$ cat src/mme_pkg.sv
`timescale 1ns / 1ps
// ----------------------------------------------------------------------------
// Montgomery exponent unit package
// Shared constants, operation codes and controller/datapath bundles.
// ----------------------------------------------------------------------------
package mme_pkg;

   localparam logic [31:0] MODULUS = 32'd1000000007;

   // p^-1 mod 2^32 by Newton iteration; every step doubles the correct bits
   function automatic logic [31:0] calc_inverse();
      logic [31:0] v;
      logic [31:0] t;
      int          k;
      v = 32'd1;
      for (k = 0; k < 6; k++) begin
         t = v * MODULUS;
         v = v * (32'd2 - t);
      end
      return v;
   endfunction

   localparam logic [31:0] MONT_INV  = calc_inverse();
   localparam logic [63:0] NEG_MOD   = 64'd0 - {32'd0, MODULUS};
   localparam logic [31:0] R_SQUARED = 32'(NEG_MOD % {32'd0, MODULUS});

   // Montgomery product being worked on
   localparam logic [2:0] OP_BASE_IN  = 3'd0;
   localparam logic [2:0] OP_ACC_INIT = 3'd1;
   localparam logic [2:0] OP_ACC_MUL  = 3'd2;
   localparam logic [2:0] OP_SQUARE   = 3'd3;
   localparam logic [2:0] OP_OUT      = 3'd4;

   // step within one product
   localparam logic [1:0] PH_NONE = 2'd0;
   localparam logic [1:0] PH_MUL  = 2'd1;
   localparam logic [1:0] PH_RED  = 2'd2;
   localparam logic [1:0] PH_FIX  = 2'd3;

   typedef struct packed {
      logic       load;
      logic [1:0] phase;
      logic [2:0] op;
      logic       emit;
   } cmd_type;

   typedef struct packed {
      logic exp_zero;
      logic exp_lsb;
      logic out_free;
   } status_type;

endpackage

$ cat src/mme_if.sv
`timescale 1ns / 1ps
// ----------------------------------------------------------------------------
// Montgomery exponent unit channels
// Valid/ready request and response channels.
// ----------------------------------------------------------------------------
interface mme_req_if;
   logic        valid;
   logic        ready;
   logic [31:0] base;
   logic [30:0] exponent;

   modport source (output valid, output base, output exponent, input ready);
   modport sink   (input valid, input base, input exponent, output ready);
endinterface

interface mme_rsp_if;
   logic        valid;
   logic        ready;
   logic [29:0] power;

   modport source (output valid, output power, input ready);
   modport sink   (input valid, input power, output ready);
endinterface

$ cat src/mme_ctrl.sv
`timescale 1ns / 1ps
// ----------------------------------------------------------------------------
// Montgomery exponent controller
// Sequences Montgomery square-and-multiply, one step a cycle unless emit stalls.
// ----------------------------------------------------------------------------
module mme_ctrl (
   input  logic                clock,
   input  logic                reset,
   input  logic                req_valid,
   output logic                req_ready,
   input  mme_pkg::status_type status,
   output mme_pkg::cmd_type    cmd
);

   localparam logic [2:0] S_IDLE = 3'd0;
   localparam logic [2:0] S_MUL  = 3'd1;
   localparam logic [2:0] S_RED  = 3'd2;
   localparam logic [2:0] S_FIX  = 3'd3;
   localparam logic [2:0] S_EMIT = 3'd4;

   logic [2:0] state_ff, state_in;
   logic [2:0] op_ff, op_in;
   logic [2:0] scan_op;

   // next product while scanning the exponent
   always_comb begin
      if (status.exp_zero) begin
         scan_op = mme_pkg::OP_OUT;
      end else if (status.exp_lsb) begin
         scan_op = mme_pkg::OP_ACC_MUL;
      end else begin
         scan_op = mme_pkg::OP_SQUARE;
      end
   end

   always_comb begin
      state_in  = state_ff;
      op_in     = op_ff;
      cmd.load  = 1'b0;
      cmd.phase = mme_pkg::PH_NONE;
      cmd.op    = op_ff;
      cmd.emit  = 1'b0;
      req_ready = 1'b0;
      unique case (state_ff)
         S_IDLE: begin
            req_ready = 1'b1;
            if (req_valid) begin
               cmd.load = 1'b1;
               op_in    = mme_pkg::OP_BASE_IN;
               state_in = S_MUL;
            end
         end
         S_MUL: begin
            cmd.phase = mme_pkg::PH_MUL;
            state_in  = S_RED;
         end
         S_RED: begin
            cmd.phase = mme_pkg::PH_RED;
            state_in  = S_FIX;
         end
         S_FIX: begin
            cmd.phase = mme_pkg::PH_FIX;
            state_in  = S_MUL;
            unique case (op_ff)
               mme_pkg::OP_BASE_IN: op_in = mme_pkg::OP_ACC_INIT;
               mme_pkg::OP_OUT:     state_in = S_EMIT;
               default:             op_in = scan_op;
            endcase
         end
         S_EMIT: begin
            // hold until the output register is free
            if (status.out_free) begin
               cmd.emit = 1'b1;
               state_in = S_IDLE;
            end
         end
         default: state_in = S_IDLE;
      endcase
   end

   always_ff @(posedge clock) begin
      if (reset) begin
         state_ff <= S_IDLE;
         op_ff    <= mme_pkg::OP_BASE_IN;
      end else begin
         state_ff <= state_in;
         op_ff    <= op_in;
      end
   end

endmodule

$ cat src/mme_datapath.sv
`timescale 1ns / 1ps
// ----------------------------------------------------------------------------
// Montgomery exponent datapath
// Operand registers, one shared 32x32 multiplier and the output register.
// ----------------------------------------------------------------------------
module mme_datapath (
   input  logic                clock,
   input  logic                reset,
   input  mme_pkg::cmd_type    cmd,
   output mme_pkg::status_type status,
   input  logic [31:0]         req_base,
   input  logic [30:0]         req_exponent,
   input  logic                rsp_ready,
   output logic                rsp_valid,
   output logic [29:0]         rsp_power
);

   logic [31:0] base_ff, base_in;
   logic [31:0] acc_ff, acc_in;
   logic [30:0] exp_ff, exp_in;
   logic [63:0] prod_ff, prod_in;
   logic [31:0] q_ff, q_in;
   logic [29:0] power_ff, power_in;
   logic        rsp_valid_ff, rsp_valid_in;

   logic [31:0] op_a, op_b;
   logic [31:0] mul_a, mul_b;
   logic [63:0] mul_full;
   logic [32:0] red_sum;
   logic [31:0] fixed;

   always_comb begin
      unique case (cmd.op)
         mme_pkg::OP_BASE_IN: begin
            op_a = base_ff;
            op_b = mme_pkg::R_SQUARED;
         end
         mme_pkg::OP_ACC_INIT: begin
            op_a = 32'd1;
            op_b = mme_pkg::R_SQUARED;
         end
         mme_pkg::OP_ACC_MUL: begin
            op_a = acc_ff;
            op_b = base_ff;
         end
         mme_pkg::OP_SQUARE: begin
            op_a = base_ff;
            op_b = base_ff;
         end
         default: begin
            op_a = acc_ff;
            op_b = 32'd1;
         end
      endcase
   end

   // shared multiplier: product, then quotient digit, then correction
   always_comb begin
      case (cmd.phase)
         mme_pkg::PH_RED: begin
            mul_a = prod_ff[31:0];
            mul_b = mme_pkg::MONT_INV;
         end
         mme_pkg::PH_FIX: begin
            mul_a = q_ff;
            mul_b = mme_pkg::MODULUS;
         end
         default: begin
            mul_a = op_a;
            mul_b = op_b;
         end
      endcase
   end

   assign mul_full = 64'(mul_a) * 64'(mul_b);
   assign red_sum  = {1'b0, prod_ff[63:32]} + {1'b0, mme_pkg::MODULUS}
                   - {1'b0, mul_full[63:32]};
   assign fixed    = (acc_ff >= mme_pkg::MODULUS) ? acc_ff - mme_pkg::MODULUS : acc_ff;

   always_comb begin
      base_in      = base_ff;
      acc_in       = acc_ff;
      exp_in       = exp_ff;
      prod_in      = prod_ff;
      q_in         = q_ff;
      power_in     = power_ff;
      rsp_valid_in = rsp_valid_ff;
      if (cmd.load) begin
         base_in = req_base;
         exp_in  = req_exponent;
      end
      case (cmd.phase)
         mme_pkg::PH_MUL: begin
            prod_in = mul_full;
            // advance the exponent early so the controller sees it at the end
            if (cmd.op == mme_pkg::OP_ACC_MUL) begin
               exp_in = {exp_ff[30:1], 1'b0};
            end else if (cmd.op == mme_pkg::OP_SQUARE) begin
               exp_in = exp_ff >> 1;
            end
         end
         mme_pkg::PH_RED: begin
            q_in = mul_full[31:0];
         end
         mme_pkg::PH_FIX: begin
            if (cmd.op == mme_pkg::OP_BASE_IN || cmd.op == mme_pkg::OP_SQUARE) begin
               base_in = red_sum[31:0];
            end else begin
               acc_in = red_sum[31:0];
            end
         end
         default: begin
         end
      endcase
      if (cmd.emit) begin
         power_in     = fixed[29:0];
         rsp_valid_in = 1'b1;
      end else if (rsp_ready) begin
         rsp_valid_in = 1'b0;
      end
   end

   always_ff @(posedge clock) begin
      if (reset) begin
         rsp_valid_ff <= 1'b0;
      end else begin
         rsp_valid_ff <= rsp_valid_in;
      end
   end

   always_ff @(posedge clock) begin
      base_ff  <= base_in;
      acc_ff   <= acc_in;
      exp_ff   <= exp_in;
      prod_ff  <= prod_in;
      q_ff     <= q_in;
      power_ff <= power_in;
   end

   assign status.exp_zero = (exp_ff == 31'd0);
   assign status.exp_lsb  = exp_ff[0];
   assign status.out_free = !rsp_valid_ff || rsp_ready;
   assign rsp_valid       = rsp_valid_ff;
   assign rsp_power       = power_ff;

endmodule

$ cat src/montgomery_mod_exponent_unit.sv
`timescale 1ns / 1ps
// ----------------------------------------------------------------------------
// Montgomery modular exponent unit
// power = base ^ exponent mod 1000000007, square-and-multiply in Montgomery form.
//
//   channel   dir   payload                         handshake
//   req_chan  in    base[31:0], exponent[30:0]      valid/ready
//   rsp_chan  out   power[29:0]                     valid/ready
//
// Each Montgomery product runs through the multiply, reduce and fix steps on the single 32x32 multiplier.
// One request is worked on at a time; the next is taken while a response waits.
// Reset is synchronous and clears the controller and the response valid.
// A stalled response holds the unit in its emit step until the register frees.
// ----------------------------------------------------------------------------
module montgomery_mod_exponent_unit (
   input logic   clock,
   input logic   reset,
   mme_req_if.sink   req_chan,
   mme_rsp_if.source rsp_chan
);

   mme_pkg::cmd_type    cmd;
   mme_pkg::status_type status;

   mme_ctrl u_ctrl (
      .clock     (clock),
      .reset     (reset),
      .req_valid (req_chan.valid),
      .req_ready (req_chan.ready),
      .status    (status),
      .cmd       (cmd)
   );

   mme_datapath u_datapath (
      .clock        (clock),
      .reset        (reset),
      .cmd          (cmd),
      .status       (status),
      .req_base     (req_chan.base),
      .req_exponent (req_chan.exponent),
      .rsp_ready    (rsp_chan.ready),
      .rsp_valid    (rsp_chan.valid),
      .rsp_power    (rsp_chan.power)
   );

endmodule

$ cat src/flat_wrapper.sv
// flat-port wrapper written by rule: the top's interface ports become plain ports
module montgomery_mod_exponent_unit_flat 
  (clock, reset, req_chan_valid, req_chan_base, req_chan_exponent, req_chan_ready, rsp_chan_valid, rsp_chan_power, rsp_chan_ready);
  mme_req_if req_chan_i ();
  mme_rsp_if rsp_chan_i ();
  input logic clock;
  input logic reset;
  input wire logic [$bits(req_chan_i.valid)-1:0] req_chan_valid;
  input wire logic [$bits(req_chan_i.base)-1:0] req_chan_base;
  input wire logic [$bits(req_chan_i.exponent)-1:0] req_chan_exponent;
  output wire logic [$bits(req_chan_i.ready)-1:0] req_chan_ready;
  output wire logic [$bits(rsp_chan_i.valid)-1:0] rsp_chan_valid;
  output wire logic [$bits(rsp_chan_i.power)-1:0] rsp_chan_power;
  input wire logic [$bits(rsp_chan_i.ready)-1:0] rsp_chan_ready;
  assign req_chan_i.valid = req_chan_valid;
  assign req_chan_i.base = req_chan_base;
  assign req_chan_i.exponent = req_chan_exponent;
  assign req_chan_ready = req_chan_i.ready;
  assign rsp_chan_valid = rsp_chan_i.valid;
  assign rsp_chan_power = rsp_chan_i.power;
  assign rsp_chan_i.ready = rsp_chan_ready;
  montgomery_mod_exponent_unit u_core (.clock(clock), .reset(reset), .req_chan(req_chan_i), .rsp_chan(rsp_chan_i));
endmodule
$ cat config.mk
export PLATFORM = sky130hd
export DESIGN_NAME = montgomery_mod_exponent_unit_flat
export DESIGN_NICKNAME = d
export VERILOG_FILES = /design/src/mme_pkg.sv /design/src/mme_if.sv /design/src/mme_ctrl.sv /design/src/mme_datapath.sv /design/src/montgomery_mod_exponent_unit.sv /design/src/flat_wrapper.sv
export SDC_FILE = /design/constraint.sdc
export NUM_CORES = 2
export LEC_CHECK = 0
export BUFFER_PORTS_ARGS = -buffer_cell sky130_fd_sc_hd__buf_2
export CORE_MARGIN = 4
export CORE_UTILIZATION = 40
export CTS_CLUSTER_SIZE = 20
export DETAILED_ROUTE_END_ITERATION = 7
export GPL_TIMING_DRIVEN = 0
export HOLD_SLACK_MARGIN = 0.06
export PLACE_DENSITY = 0.69
export SYNTH_ARGS = -nofsm -noshare
export SYNTH_HDL_FRONTEND = slang
export SYNTH_SLANG_ARGS = --single-unit
$ cat constraint.sdc
create_clock -name clock -period 11.54 [get_ports clock]
set_input_delay 2.308 -clock clock [delete_from_list [all_inputs] [get_ports clock]]
set_output_delay 2.308 -clock clock [all_outputs]
set_load 0.02 [all_outputs]
==> run summary <==
Nets -> 6,331
Max clock buf depth -> 3
total grt overflow -> 0
Post-Syn Nets -> 6,152
maximum clock rate -> 87.6 MHz
Tot GR Track Use -> 30.2%
area leader, netlist -> fa_1
violated checks -> max-capacitance violations, max-slew violations
Yosys top cell area share -> 40.6%
clock tree root driver cell -> clkbuf_16
largest net degree at the start of global routing -> 38
wire length on met1 -> 65,500 um
largest cells by area after synthesis -> fa_1 41%, edfxtp_1 13%, ha_1 9.2%
Tcrit/Tclk final -> 98.9%
global-route wire length before repair -> 257,000 um
post-synthesis cell count -> 4,863
area delta synth->final -> 14.3%
clock period minus worst slack -> 11,420 ps
GPL Wtd Cong -> 1.10
Worst-Skew Late Latency -> 540 ps
Die Area -> 116,000 um^2
Seq/Total Area, Yosys -> 14.6%
Crit Path Max Fanout -> 10
Place WS -> -3260 ps
post-synthesis cell area -> 44,300 um^2
status -> finished with violations
total CTS buffers -> 22
relative slew slack -> -4.15%
Routed Antenna Nets -> 0
Starting Density -> 40.5%
Slowest-stage cell, CP -> clkbuf_1
Critical Path AT -> 11,830 ps
final worst slack -> 123 ps
Reg clk slew, reported paths -> 70 ps
Worst Hold Launch -> u_core.u_datapath.exp_ff[0]
WP buf/inv -> 7
DRC -> 0
Critical Path RT -> 11,950 ps
drt total wl -> 177,000 um
Worst Hold Class -> register to register
vias in the first global route -> 38,700
most frequent CP cell -> fa_1
Mean Syn Cell Area -> 9.10 um^2
final setup fails -> 0
# Max-Cap Violations -> 1
initial antenna violation count -> 9
FF-to-FF Start -> u_core.u_ctrl.op_ff[1]
Sink Count -> 228
asr flop ratio synth -> 0%
most frequent cells in the layout -> 939 x inv_1, 893 x fa_1, 656 x nor2_1
Initial DRC Count -> 4,044
detailed route wirelength on metal3 -> 24,300 um
FF/Latch Area -> 6450 um^2
commonest non-fill, non-tap cell in the layout -> inv_1
final count of hold timing violations -> 0
worst setup path startpoint -> u_core.u_ctrl.op_ff[1]
# IOs -> 99
multi-input logic area -> 34,900 um^2
IO buf count -> 98
Max Used Layer -> met5
via count -> 37,700
ys flop type -> edfxtp_1
CP Launch Type -> register
max-slew violations -> 6
Via density -> 5.76
post-synth cell types -> 73
#FFs+latches synth -> 228
wire length on met2 -> 73,000 um
DRT Pass-1 Iters -> 5
crit path kind -> register to register
Worst Setup End Kind -> register
YS warnings -> 0
Die X -> 341 um
CTS tree -> done
fraction of layout cells with a size suffix above 1 -> 12.6%
dpl hpwl -> 143,000 um
pin slew with the least headroom to its limit -> 1560 ps
Die H -> 341 um
fillers -> 10,500
core area -> 109,000 um^2
Max H-tree Level -> 1
WL/cell -> 27.0 um
FP Rows -> 121
EDFF count, synth -> 188
CP top delay family -> adder cells
crit-path max cell delay -> 690 ps
worst clock skew -> 36.3 ps
[worst register-to-register path: cells and delay by family, from the launching register on]
kind	cells	cell delay [ps]
buf+inv	7	1380
xor+xnor	2	580
flops	1	350
compound gates	9	2090
fa+ha+maj	11	4970
simple gates	8	1890
[synthesized netlist by cell type (43+ instances only)]
cell type  number
xor2_1         43
inv_1         940
clkbuf_1      255
a21o_1         54
xnor2_1        78
o21ai_0        88
ha_1          325
nand2_1       645
a21oi_1       167
fa_1          897
nor2_1        666
edfxtp_1      188
[per-stage QoR]
step	utilization [%]	std cells	instance area [um^2]	setup TNS [ps]	hold WS (ps)
final	46.3	6541	50600	0	518
after global placement	42.6	6437	46600	-184490	497
after global routing	46.3	6535	50600	-190	539
after CTS	45.4	6497	49700	0	517
after floorplan	-	4863	44300	0	462
after detailed placement	42.8	6451	46800	-117560	506
[path summary, 6_finish.rpt]
kind	to	slack [ps]	cells past startpoint
setup / recovery	u_core.u_datapath.base_ff[31]	120	37
setup reg to reg	u_core.u_datapath.base_ff[31]	120	37
hold / removal	u_core.u_datapath.exp_ff[0]	520	2
hold reg to reg	u_core.u_datapath.exp_ff[0]	520	2
[state kept, by name, indices dropped and copies added, names as in the netlist]
| register | count |
|---|---|
| u_core.u_datapath.acc_ff | 32 |
| u_core.u_ctrl.op_ff | 3 |
| u_core.u_datapath.rsp_valid | 1 |
| u_core.u_datapath.prod_ff | 64 |
| u_core.u_datapath.rsp_power | 30 |
| u_core.u_ctrl.state_ff | 3 |
| u_core.u_datapath.base_ff | 32 |
| u_core.u_datapath.q_ff | 32 |
| u_core.u_datapath.exp_ff | 31 |
[kinds of logic after synthesis]
family | Yosys count | synth area share (%)
simple gates | 1482 | 13.5
fa+ha+maj | 1222 | 49.8
buf+inv | 1214 | 10.3
compound gates | 571 | 8.84
flops | 228 | 14.6
xor+xnor | 122 | 2.45
mux | 24 | 0.548
[layer usage]
metal | up-vias | global-route usage [%]
met5 | - | 0
met4 | 6 | 18.0
met3 | 635 | 10.1
met2 | 2616 | 43.8
met1 | 18900 | 39.3
li1 | 15500 | -
[repair_timing]
action,in CTS,in global routing
hold buffers,0,0
gates resized for setup,530,199
setup endpoints to repair,72,35
gates cloned,0,3
pin swaps,29,45
setup buffers,37,45
[cell type report]
| type | instances | share of cell area (%) |
|---|---|---|
| clock buffer | 28 | 1.19 |
| tap | 1476 | 3.65 |
| clock inverter | 12 | 0.178 |
| inverter | 941 | 7.01 |
| buffer | 231 | 3.61 |
| antenna | 7 | 0.0346 |
| timing repair buffer | 196 | 2.67 |
| sequential | 228 | 12.8 |
| multi-input combinational | 3422 | 68.9 |
Power is left out: the tool's default activity adds up to more than one toggle a clock period on the data nets, which glitch-free logic cannot reach.
